## src/rtl/core/fupd_pkg.sv

```systemverilog
// ----------------------------------------------------------------------------
// fupd_pkg
// Shared types, character codes and helpers for the form-urlencoded pair
// decoder.
// ----------------------------------------------------------------------------
package fupd_pkg;

    localparam int QDEPTH = 4;
    localparam int QAW    = $clog2(QDEPTH);

    localparam logic [7:0] CH_PCT   = 8'h25;
    localparam logic [7:0] CH_PLUS  = 8'h2B;
    localparam logic [7:0] CH_EQ    = 8'h3D;
    localparam logic [7:0] CH_AMP   = 8'h26;
    localparam logic [7:0] CH_SEMI  = 8'h3B;
    localparam logic [7:0] CH_SPACE = 8'h20;

    localparam logic [2:0] ERR_NONE      = 3'd0;
    localparam logic [2:0] ERR_NO_EQ     = 3'd1;
    localparam logic [2:0] ERR_EXTRA_EQ  = 3'd2;
    localparam logic [2:0] ERR_BAD_HEX   = 3'd3;
    localparam logic [2:0] ERR_TRUNC_ESC = 3'd4;

    typedef struct packed {
        logic [7:0] data_byte;
        logic       byte_valid;
        logic       in_value;
        logic       pair_done;
        logic [2:0] error_code;
        logic       stream_done;
    } res_t;

    // one queue word: the results caused by one input byte
    typedef struct packed {
        logic two;
        res_t r0;
        res_t r1;
    } entry_t;

    // {ok, nibble}
    function automatic logic [4:0] hex_decode(input logic [7:0] c);
        logic [4:0] r;
        r = 5'd0;
        if (c >= 8'h30 && c <= 8'h39) begin
            r = {1'b1, c[3:0]};
        end else if ((c >= 8'h41 && c <= 8'h46) || (c >= 8'h61 && c <= 8'h66)) begin
            r = {1'b1, c[3:0] + 4'd9};
        end
        return r;
    endfunction

endpackage

```

## src/rtl/core/form_urlencoded_pair_decoder_core.sv

```systemverilog
// ----------------------------------------------------------------------------
// form_urlencoded_pair_decoder_core
// Streaming decoder for form-urlencoded key/value strings.
// ----------------------------------------------------------------------------
// Takes one raw byte per cycle on the s_ channel and gives decoded results on
// the m_ channel, one result per cycle while m_ready is high. A byte is decoded
// in the cycle it is accepted; its results reach m_valid through a four-word
// queue and the output register. Most bytes give one result or none, so the
// block keeps up with one byte per cycle; a byte that gives two results (a
// held ';' resolved as data, or a separator closed by string end) makes the
// output side deliver a second result, which the queue absorbs. s_ready drops
// only when the queue is full. cookie_mode is written through cfg_we/cfg_wdata;
// the user must write it only while the block is idle, which the block does not enforce.
// ----------------------------------------------------------------------------
module form_urlencoded_pair_decoder_core (
    input  logic       aclk,
    input  logic       aresetn,
    input  logic       cfg_we,
    input  logic       cfg_wdata,
    input  logic       s_valid,
    output logic       s_ready,
    input  logic [7:0] s_raw_byte,
    input  logic       s_string_end,
    output logic       m_valid,
    input  logic       m_ready,
    output logic [7:0] m_data_byte,
    output logic       m_byte_valid,
    output logic       m_in_value,
    output logic       m_pair_done,
    output logic [2:0] m_error_code,
    output logic       m_stream_done
);
    import fupd_pkg::*;

    logic   push, pop, full, head_valid;
    entry_t push_data, head_data;

    assign s_ready = !full;

    fupd_front u_front (
        .aclk         (aclk),
        .aresetn      (aresetn),
        .cfg_we       (cfg_we),
        .cfg_wdata    (cfg_wdata),
        .s_valid      (s_valid),
        .s_ready      (s_ready),
        .s_raw_byte   (s_raw_byte),
        .s_string_end (s_string_end),
        .push         (push),
        .push_data    (push_data)
    );

    fupd_queue u_queue (
        .aclk       (aclk),
        .aresetn    (aresetn),
        .push       (push),
        .push_data  (push_data),
        .full       (full),
        .pop        (pop),
        .head_valid (head_valid),
        .head_data  (head_data)
    );

    fupd_back u_back (
        .aclk          (aclk),
        .aresetn       (aresetn),
        .head_valid    (head_valid),
        .head_data     (head_data),
        .pop           (pop),
        .m_valid       (m_valid),
        .m_ready       (m_ready),
        .m_data_byte   (m_data_byte),
        .m_byte_valid  (m_byte_valid),
        .m_in_value    (m_in_value),
        .m_pair_done   (m_pair_done),
        .m_error_code  (m_error_code),
        .m_stream_done (m_stream_done)
    );

endmodule

```

## src/rtl/core/fupd_front.sv

```systemverilog
// ----------------------------------------------------------------------------
// fupd_front
// Takes raw bytes, tracks escape/pair state and builds the results of each
// byte as one queue word.
// ----------------------------------------------------------------------------
module fupd_front (
    input  logic            aclk,
    input  logic            aresetn,
    input  logic            cfg_we,
    input  logic            cfg_wdata,
    input  logic            s_valid,
    input  logic            s_ready,
    input  logic [7:0]      s_raw_byte,
    input  logic            s_string_end,
    output logic            push,
    output fupd_pkg::entry_t push_data
);
    import fupd_pkg::*;

    localparam logic [1:0] ESC_NONE = 2'd0;
    localparam logic [1:0] ESC_PCT  = 2'd1;
    localparam logic [1:0] ESC_HI   = 2'd2;

    logic       cookie_reg;
    logic       value_side_reg, value_side_next;
    logic [1:0] escape_stage_reg, escape_stage_next;
    logic [3:0] high_nibble_reg, high_nibble_next;
    logic       held_reg, held_next;
    logic       err_latched_reg, err_latched_next;

    res_t       res [2];
    logic [1:0] n;
    logic       accept;

    assign accept = s_valid && s_ready;

    always_comb begin
        logic       v;
        logic       last_data;
        logic       handled;
        logic [2:0] err;
        logic [2:0] fin;
        logic [4:0] hx;
        logic [7:0] b;
        logic       end_w;
        b                 = s_raw_byte;
        end_w             = s_string_end;
        v                 = value_side_reg;
        last_data         = 1'b0;
        handled           = 1'b0;
        err               = ERR_NONE;
        fin               = ERR_NONE;
        hx                = hex_decode(b);
        n                 = 2'd0;
        res[0]            = '0;
        res[1]            = '0;
        escape_stage_next = escape_stage_reg;
        high_nibble_next  = high_nibble_reg;
        held_next         = held_reg;
        err_latched_next  = err_latched_reg;

        if (err_latched_reg) begin
            if (end_w) begin
                res[0].stream_done = 1'b1;
                n                  = 2'd1;
                v                  = 1'b0;
                err_latched_next   = 1'b0;
                escape_stage_next  = ESC_NONE;
                high_nibble_next   = 4'd0;
                held_next          = 1'b0;
            end
        end else begin
            if (held_reg) begin
                held_next = 1'b0;
                if (b == CH_SPACE) begin
                    if (escape_stage_reg != ESC_NONE) err = ERR_TRUNC_ESC;
                    else if (!v) err = ERR_NO_EQ;
                    else v = 1'b0;
                    if (err == ERR_NONE) begin
                        res[n[0]].pair_done = 1'b1;
                        n = n + 2'd1;
                    end
                    handled = 1'b1;
                end else begin
                    res[n[0]].data_byte  = CH_SEMI;
                    res[n[0]].byte_valid = 1'b1;
                    res[n[0]].in_value   = v;
                    n         = n + 2'd1;
                    last_data = 1'b1;
                end
            end

            if (!handled) begin
                if (escape_stage_reg != ESC_NONE) begin
                    if (hx[4]) begin
                        if (escape_stage_reg == ESC_PCT) begin
                            high_nibble_next  = hx[3:0];
                            escape_stage_next = ESC_HI;
                            last_data         = 1'b0;
                        end else begin
                            res[n[0]].data_byte  = {high_nibble_reg, hx[3:0]};
                            res[n[0]].byte_valid = 1'b1;
                            res[n[0]].in_value   = v;
                            n                 = n + 2'd1;
                            last_data         = 1'b1;
                            escape_stage_next = ESC_NONE;
                            high_nibble_next  = 4'd0;
                        end
                    end else if (b == CH_EQ || (!cookie_reg && b == CH_AMP)) begin
                        err = ERR_TRUNC_ESC;
                    end else begin
                        err = ERR_BAD_HEX;
                    end
                end else if (b == CH_PCT) begin
                    escape_stage_next = ESC_PCT;
                    last_data         = 1'b0;
                end else if (b == CH_EQ) begin
                    if (v) err = ERR_EXTRA_EQ;
                    else v = 1'b1;
                    last_data = 1'b0;
                end else if (!cookie_reg && b == CH_AMP) begin
                    if (!v) err = ERR_NO_EQ;
                    else v = 1'b0;
                    if (err == ERR_NONE) begin
                        res[n[0]].pair_done = 1'b1;
                        n = n + 2'd1;
                    end
                    last_data = 1'b0;
                end else if (cookie_reg && b == CH_SEMI && !end_w) begin
                    held_next = 1'b1;
                    last_data = 1'b0;
                end else begin
                    res[n[0]].data_byte  = (b == CH_PLUS) ? CH_SPACE : b;
                    res[n[0]].byte_valid = 1'b1;
                    res[n[0]].in_value   = v;
                    n         = n + 2'd1;
                    last_data = 1'b1;
                end
            end

            if (err != ERR_NONE) begin
                res[n[0]].error_code  = err;
                res[n[0]].stream_done = end_w;
                n = n + 2'd1;
                if (end_w) begin
                    v                 = 1'b0;
                    escape_stage_next = ESC_NONE;
                    high_nibble_next  = 4'd0;
                    held_next         = 1'b0;
                end else begin
                    err_latched_next = 1'b1;
                end
            end else if (end_w) begin
                // close the last pair, using the escape state after this byte
                if (escape_stage_next != ESC_NONE) fin = ERR_TRUNC_ESC;
                else if (!v) fin = ERR_NO_EQ;
                if (last_data) begin
                    res[n[0] ^ 1'b1].pair_done   = (fin == ERR_NONE);
                    res[n[0] ^ 1'b1].error_code  = fin;
                    res[n[0] ^ 1'b1].stream_done = 1'b1;
                end else begin
                    res[n[0]].pair_done   = (fin == ERR_NONE);
                    res[n[0]].error_code  = fin;
                    res[n[0]].stream_done = 1'b1;
                    n = n + 2'd1;
                end
                v                 = 1'b0;
                escape_stage_next = ESC_NONE;
                high_nibble_next  = 4'd0;
                held_next         = 1'b0;
            end
        end
        value_side_next = v;
    end

    assign push          = accept && (n != 2'd0);
    assign push_data.two = n[1];
    assign push_data.r0  = res[0];
    assign push_data.r1  = res[1];

    always_ff @(posedge aclk) begin
        if (!aresetn) begin
            cookie_reg       <= 1'b0;
            value_side_reg   <= 1'b0;
            escape_stage_reg <= ESC_NONE;
            high_nibble_reg  <= 4'd0;
            held_reg         <= 1'b0;
            err_latched_reg  <= 1'b0;
        end else begin
            if (cfg_we) cookie_reg <= cfg_wdata;
            if (accept) begin
                value_side_reg   <= value_side_next;
                escape_stage_reg <= escape_stage_next;
                high_nibble_reg  <= high_nibble_next;
                held_reg         <= held_next;
                err_latched_reg  <= err_latched_next;
            end
        end
    end

    // the last byte of a string always leaves the decoder clean
    a_end_clears: assert property (@(posedge aclk) disable iff (!aresetn)
        (accept && s_string_end) |=> (!value_side_reg && escape_stage_reg == ESC_NONE
                                      && !held_reg && !err_latched_reg))
        else $error("string end did not clear decoder state");

endmodule

```

## src/rtl/core/fupd_queue.sv

```systemverilog
// ----------------------------------------------------------------------------
// fupd_queue
// Short queue of result words between the byte front end and the output side.
// ----------------------------------------------------------------------------
module fupd_queue (
    input  logic             aclk,
    input  logic             aresetn,
    input  logic             push,
    input  fupd_pkg::entry_t push_data,
    output logic             full,
    input  logic             pop,
    output logic             head_valid,
    output fupd_pkg::entry_t head_data
);
    import fupd_pkg::*;

    entry_t         q_reg [QDEPTH];
    logic [QAW-1:0] wr_ptr_reg, rd_ptr_reg;
    logic [QAW:0]   count_reg, count_next;

    assign full       = (count_reg == QAW'(0) + (QAW+1)'(QDEPTH));
    assign head_valid = (count_reg != '0);
    assign head_data  = q_reg[rd_ptr_reg];

    always_comb begin
        count_next = count_reg;
        if (push && !pop) count_next = count_reg + 1'b1;
        else if (pop && !push) count_next = count_reg - 1'b1;
    end

    always_ff @(posedge aclk) begin
        if (push) q_reg[wr_ptr_reg] <= push_data;
    end

    always_ff @(posedge aclk) begin
        if (!aresetn) begin
            wr_ptr_reg <= '0;
            rd_ptr_reg <= '0;
            count_reg  <= '0;
        end else begin
            if (push) wr_ptr_reg <= wr_ptr_reg + 1'b1;
            if (pop)  rd_ptr_reg <= rd_ptr_reg + 1'b1;
            count_reg <= count_next;
        end
    end

    a_no_overflow: assert property (@(posedge aclk) disable iff (!aresetn)
        !(push && full && !pop))
        else $error("queue written while full");

    a_no_underflow: assert property (@(posedge aclk) disable iff (!aresetn)
        pop |-> head_valid)
        else $error("queue read while empty");

    a_count_bound: assert property (@(posedge aclk) disable iff (!aresetn)
        count_reg <= (QAW+1)'(QDEPTH))
        else $error("queue count out of range");

endmodule

```

## src/rtl/core/fupd_back.sv

```systemverilog
// ----------------------------------------------------------------------------
// fupd_back
// Drains queue words one result at a time into the output register.
// ----------------------------------------------------------------------------
module fupd_back (
    input  logic             aclk,
    input  logic             aresetn,
    input  logic             head_valid,
    input  fupd_pkg::entry_t head_data,
    output logic             pop,
    output logic             m_valid,
    input  logic             m_ready,
    output logic [7:0]       m_data_byte,
    output logic             m_byte_valid,
    output logic             m_in_value,
    output logic             m_pair_done,
    output logic [2:0]       m_error_code,
    output logic             m_stream_done
);
    import fupd_pkg::*;

    logic m_valid_reg;
    logic sub_reg;
    res_t out_reg;
    logic load;

    // output register free this cycle
    assign load = !m_valid_reg || m_ready;
    assign pop  = load && head_valid && (!head_data.two || sub_reg);

    always_ff @(posedge aclk) begin
        if (load && head_valid) out_reg <= sub_reg ? head_data.r1 : head_data.r0;
    end

    always_ff @(posedge aclk) begin
        if (!aresetn) begin
            m_valid_reg <= 1'b0;
            sub_reg     <= 1'b0;
        end else if (load) begin
            m_valid_reg <= head_valid;
            if (head_valid) sub_reg <= head_data.two && !sub_reg;
        end
    end

    assign m_valid       = m_valid_reg;
    assign m_data_byte   = out_reg.data_byte;
    assign m_byte_valid  = out_reg.byte_valid;
    assign m_in_value    = out_reg.in_value;
    assign m_pair_done   = out_reg.pair_done;
    assign m_error_code  = out_reg.error_code;
    assign m_stream_done = out_reg.stream_done;

    // second half of a word is only ever pending while that word is at the head
    a_sub_has_head: assert property (@(posedge aclk) disable iff (!aresetn)
        sub_reg |-> (head_valid && head_data.two))
        else $error("second result pending without a two-result word");

endmodule

```

## config.mk

```make
export PLATFORM = sky130hd
export DESIGN_NAME = form_urlencoded_pair_decoder_core
export DESIGN_NICKNAME = d
export VERILOG_FILES = /design/src/rtl/core/fupd_pkg.sv /design/src/rtl/core/form_urlencoded_pair_decoder_core.sv /design/src/rtl/core/fupd_front.sv /design/src/rtl/core/fupd_queue.sv /design/src/rtl/core/fupd_back.sv
export SDC_FILE = /design/constraint.sdc
export NUM_CORES = 1
export LEC_CHECK = 0
export BUFFER_PORTS_ARGS = -buffer_cell sky130_fd_sc_hd__buf_2
export CAP_MARGIN = 5
export CORE_UTILIZATION = 45
export CTS_CLUSTER_DIAMETER = 100
export DETAILED_ROUTE_END_ITERATION = 6
export PLACE_DENSITY = 0.69
export SETUP_SLACK_MARGIN = 0.2
export SLEW_MARGIN = 5
export SYNTH_ARGS = -nofsm -noshare
export SYNTH_HDL_FRONTEND = slang
export SYNTH_SLANG_ARGS = --single-unit
```

## constraint.sdc

```tcl
create_clock -name aclk -period 5.3 [get_ports aclk]
set_clock_uncertainty 0.2 [all_clocks]
set_input_delay 1.325 -clock aclk [delete_from_list [all_inputs] [get_ports aclk]]
set_output_delay 1.325 -clock aclk [all_outputs]
set_load 0.02 [all_outputs]
```

# Word level (Yosys, flattened, before mapping)
# Memories as Yosys holds them, arrays and structs flattened. A register that Yosys moved wholly into a read port is not among the register bits.
# Cells that the tools add are included.
# word_totals
regBits	34
ramBits	124
mem_count	1
# classes
n_addsub	7
magnitude_cmp	12
eq_ne	10
muxes	168
bitwise	4
n_reduce_logical	42
# memory_table
name	depth	width	read_ports	rd_ports_with_merged_regs	write_ports	line	source
u_queue.q_reg	4	31	1	1	1	fupd_queue.sv:17	entry_t q_reg [QDEPTH];
# ops
cell	count
$bwmux 30	15
$mux 30	13
$demux 15 s1	10
$mux 3	28
$mux 2	27
$mux 1	51
$eq 8x6->1 const B	6
$mux 15	3
$mux 4	9
$mux 5	5
$mux 11	2
$ge 8x7->1 const B	2
$le 8x7->1 const B	2
$logic_and 1x1->1	16
$mux 8	2
$mux 14	1
$reduce_bool 2->1	6
$logic_not 3->1	3
$add 2x1->2 const B	4
$ge 8x6->1 const B	1
$le 8x6->1 const B	1
$logic_not 1->1	8
$mux 7	1
$ge 2x2->1 const B	3
other kinds (14)	24

# Longest topological paths before layout
# depth
word_depth	35
mapped_depth	21

# Hierarchy
# A second synthesis with hierarchy kept.
# unflattened
cells_unflattened	516
area_unflattened_um2	7512.2
# by_module_without_submodules
mod	instances	cells_per_inst	area_each_um2	seq_area_each_um2
fupd_queue	1	204	4921.0	3903.7
fupd_front	1	267	1808.0	200.2
fupd_back	1	44	779.5	490.5
form_urlencoded_pair_decoder_core	1	1	3.8	0.0

# Worst setup path after synthesis
# Ideal clock, no wire load.
# synth_path
kind	input to register
start	in s_raw_byte[0]
end	reg u_queue.count_reg[2]
setup_ps	76
arrival_time_ps	5376
required_time_ps	5024
setup_slack_ps	-352
path_stages	20
n_path_buf	2
cell_sequence	clkbuf_1 > inv_1 > ha_1 > or4b_1 > o31a_2 > buf_2 > ha_1 > nor4b_1 > o21ai_0 > nand3_1 > a21oi_1 > mux2i_1 > a32oi_4 > inv_4 > ha_1 > inv_1 > fa_1 > xor2_1 > or3_1 > a21boi_0
# synth_via
elab_chain_len	29
word_cells_on_any_way	83
# synth_lines
element	line	source
start, declared	form_urlencoded_pair_decoder_core.sv:22	input logic [7:0] s_raw_byte,
$eq 8x6->1	fupd_front.sv:75	if (b == CH_SPACE) begin
$mux 1	fupd_front.sv:75	
$mux 1	fupd_front.sv:73	if (held_reg) begin
$mux 1	fupd_front.sv:62	if (err_latched_reg) begin
$mux 3	fupd_front.sv:122	if (!v) err = ERR_NO_EQ;
$mux 3	fupd_front.sv:121	end else if (!cookie_reg && b == CH_AMP) begin
$mux 3	fupd_front.sv:117	end else if (b == CH_EQ) begin
$mux 3	fupd_front.sv:114	end else if (b == CH_PCT) begin
[... 14 more ...]	--	
$mux 2 (*)	fupd_front.sv:141	if (err != ERR_NONE) begin
$mux 2 (*)	fupd_front.sv:62	
$reduce_bool 2->1 (*)	fupd_front.sv:176	assign push = accept && (n != 2'd0);
$logic_and 1x1->1 (*)	fupd_front.sv:176	
named net push	form_urlencoded_pair_decoder_core.sv:35	logic push, pop, full, head_valid;
$logic_not 1->1	fupd_queue.sv:28	else if (pop && !push) count_next = count_reg - 1'b1;
$logic_and 1x1->1	fupd_queue.sv:28	
$reduce_bool 2->1 (no source line)	--	
end signal, assigned	fupd_queue.sv:43	count_reg <= count_next;
end, declared	fupd_queue.sv:19	logic [QAW:0] count_reg, count_next;
# The timed path passes the listed nets; every way through them passes the cells marked *. The select of a mux whose other input is x is not followed.
# A chain may end at the register's enable or synchronous reset.

==> results.txt <==
CP most frequent cell = ha_4
Fin. max-slew vios = 0
Area leader, netlist = edfxtp_1
Yosys top cell area share = 56.0%
Post-route cell area = 8820 um2
Combinational power share = 24.2%
Max Freq = 204 MHz
Core Region = 16100 um2
Clock buffer count from CTS = 17
Syn Nets = 588
Post-CTS Resized = 0
CP max stage delay = 460 ps
Mean Syn Cell Area = 13.3 um2
Max FFs per register = 124
Fin nets = 653
Startpoint Class = primary input
Global-route wire length before repair = 27.1 mm
Post-CTS Setup Bufs = 0
Post-Place Worst Slack = -110 ps
ANT cells = 0
Dpl cell area = 8230 um2
Die area = 17100 um2
Number of synthesized flops with an enable pin = 139
# rows = 46
IO Pins = 32
CTS tree = yes
Final Hold Viols = 0
Final HPWL DP = 11.4 mm
Clock sink count = 160
CP endpoint kind = register
VDD IR-drop max = 0.287 mV
Worst slew pin tran = 815 ps
Clk pwr share = 31.9%
Max-Cap Viols = 0
Reg power frac = 43.9%
Ys flop type = edfxtp_1
Switch share = 27.5%
GP Congestion = 0.905
Yosys warns = 0
Min-delay src = u_queue.wr_ptr_reg[0]
Outcome = finished, final reports clean
Later-pin clock latency in the skew report = 420 ps
Commonest non-fill, non-tap cell in the layout = edfxtp_1
Post-DR vias/cell = 5.77
HP Class = reg -> reg
Clk buf depth = 2
Slew margin rel. = 45.5%
Power density over cell area = 424 nW/um2
Worst R2R Setup Slack = 1300 ps
CP Class = in -> reg
Layout area overhead = 18.3%
CP required = 5450 ps
Vias in the first global route = 5039
Post-synthesis sequential area ratio = 61.6%
CP Max Fanout = 5
Worst EP arrival = 5040 ps
Unique masters post-synth = 66
Via count = 4914
Ranking of synthesized cells by area = edfxtp_1, mux4_2, dfxtp_1
R2R depth = 17
Most frequent cells in the layout = edfxtp_1, nand2_1, buf_4
Share of layout cells above drive strength 1 = 25.0%
Initial Utilization = 46.5%
Die Ht = 131 um
NetSw = 1030 uW
RSZ-0062 raised after global routing = no
Die W = 131 um
CP cell instances = buf_2 > inv_1 > ha_4 > or4b_4 > o31a_4 > ha_4 > nor4b_2 > o21ai_1 > nand3_1 > a221oi_2 > mux2_4 > a32oi_4 > inv_4 > ha_4 > inv_2 > fa_2 > xor2_1 > or3_1 > a21boi_1
Post-Synthesis Cells = 559
Final Power = 3740 uW
Root Buffer Master = clkbuf_16
Antenna-violating nets left = 0
CTS Hold Bufs = 0
Clk pin slew, worst setup/hold paths = 60 ps
RR Endpoint = u_queue.count_reg[2]
H-tree levels = 4
Initial antenna violation count = 0
Worst Hold Path Cells = 2
Drt initial violations = 552
# setup viols final = 0
WL final = 16.9 mm
GR Util All Layers = 21.8%
Synthesized flop and latch total = 160
Post-synth ARST share = 0%
Largest net degree at the start of global routing = 32
P_leak = 0.00313 uW
Final min period = 4890 ps
Grt ovf = 0
FF-to-FF Start = u_front.value_side_reg
Drc violations = 0
Post-DR wirelength/cell = 19.9 um
Final worst setup slack = 409 ps
Cell Int Power = 2710 uW
Worst Hold End = u_queue.wr_ptr_reg[0]
Port Buffer Count = 31
Critical path's slowest cell = or4b_4
Mapped Area = 7460 um2
Hold slack = 302 ps
Final Cycle Share = 92.3%
DRT Pass-1 Iters = 5
worst max-delay path: cells and delay by family:
family          cells  cell delay, ps
fa+ha+maj           4             750
mux                 1             350
buf+inv             4             320
simple gates        4             990
xor+xnor            1              70
compound gates      5            1220
layout make-up:
| type | instances | area [um2] |
|---|---|---|
| Clock inverter | 13 | 144 |
| Inverter | 20 | 85.1 |
| Timing Repair Buffer | 72 | 513 |
| Multi-Input combinational cell | 353 | 2790 |
| Tap cell | 216 | 270 |
| Sequential cell | 160 | 4600 |
| Fill cell | 1306 | 7240 |
| Clock buffer | 18 | 429 |
Yosys cell counts (all sizes together) (5+ instances only):
| library cell | count |
|---|---|
| edfxtp | 139 |
| nand2 | 77 |
| nor2 | 32 |
| mux4 | 31 |
| a21oi | 27 |
| dfxtp | 21 |
| inv | 19 |
| clkbuf | 18 |
| nor3 | 16 |
| o21ai | 14 |
| and2 | 13 |
| ha | 13 |
| nand3 | 13 |
| nor2b | 13 |
| and3 | 10 |
| a22oi | 8 |
| buf | 8 |
| mux2i | 6 |
| a21boi | 5 |
| a221oi | 5 |
| nor4 | 5 |
how the worst max path moves through the flow:
stage / startpoint / to / cells past startpoint / slack [ps]
2_1_floorplan: s_raw_byte[0] / u_queue.count_reg[2] / 20 / 40
3_3_place_gp: s_raw_byte[1] / u_queue.count_reg[2] / 19 / 9
5_1_grt: s_raw_byte[1] / u_queue.count_reg[2] / 19 / 270
6_report: s_raw_byte[1] / u_queue.count_reg[2] / 19 / 410
3_5_place_dp: s_raw_byte[1] / u_queue.count_reg[2] / 19 / -110
4_1_cts: s_raw_byte[1] / u_queue.count_reg[2] / 19 / 320
metrics by stage:
stage | setup TNS (ps) | instances | util (%)
finish | 0 | 852 | 54.9
global route | 0 | 852 | 54.9
CTS | 0 | 852 | 54.8
detailed placement | -156 | 821 | 51.3
global placement | 0 | 821 | 51.3
floorplan | 0 | 559 | -
per-layer routing:
layer / share of wire, % / vias to the layer above / track usage [%]
met3: 4.6 / 32 / 4.11
met2: 49 / 171 / 35.1
met4: 2.1 / 0 / 8.86
met5: 0 / - / 0
li1: - / 2276 / -
met1: 44 / 2435 / 29.3
logic make-up after synthesis:
family,share of synthesized area [%]
mux,10.5
simple gates,12.8
compound gates,9.46
fa+ha+maj,2.45
buf+inv,2.50
flops,61.6
xor+xnor,0.704
power by group through the flow:
| stage | logic, uW | clock network (uW) | registers (uW) |
|---|---|---|---|
| 6_report | 904 | 1190 | 1640 |
| 3_3_place_gp | 906 | 0 | 1650 |
| 5_1_grt | 1000 | 1260 | 1660 |
| 3_5_place_dp | 920 | 0 | 1670 |
| 2_1_floorplan | 565 | 0 | 1740 |
| 4_1_cts | 925 | 1210 | 1640 |
(Power assumes the default switching activity.)
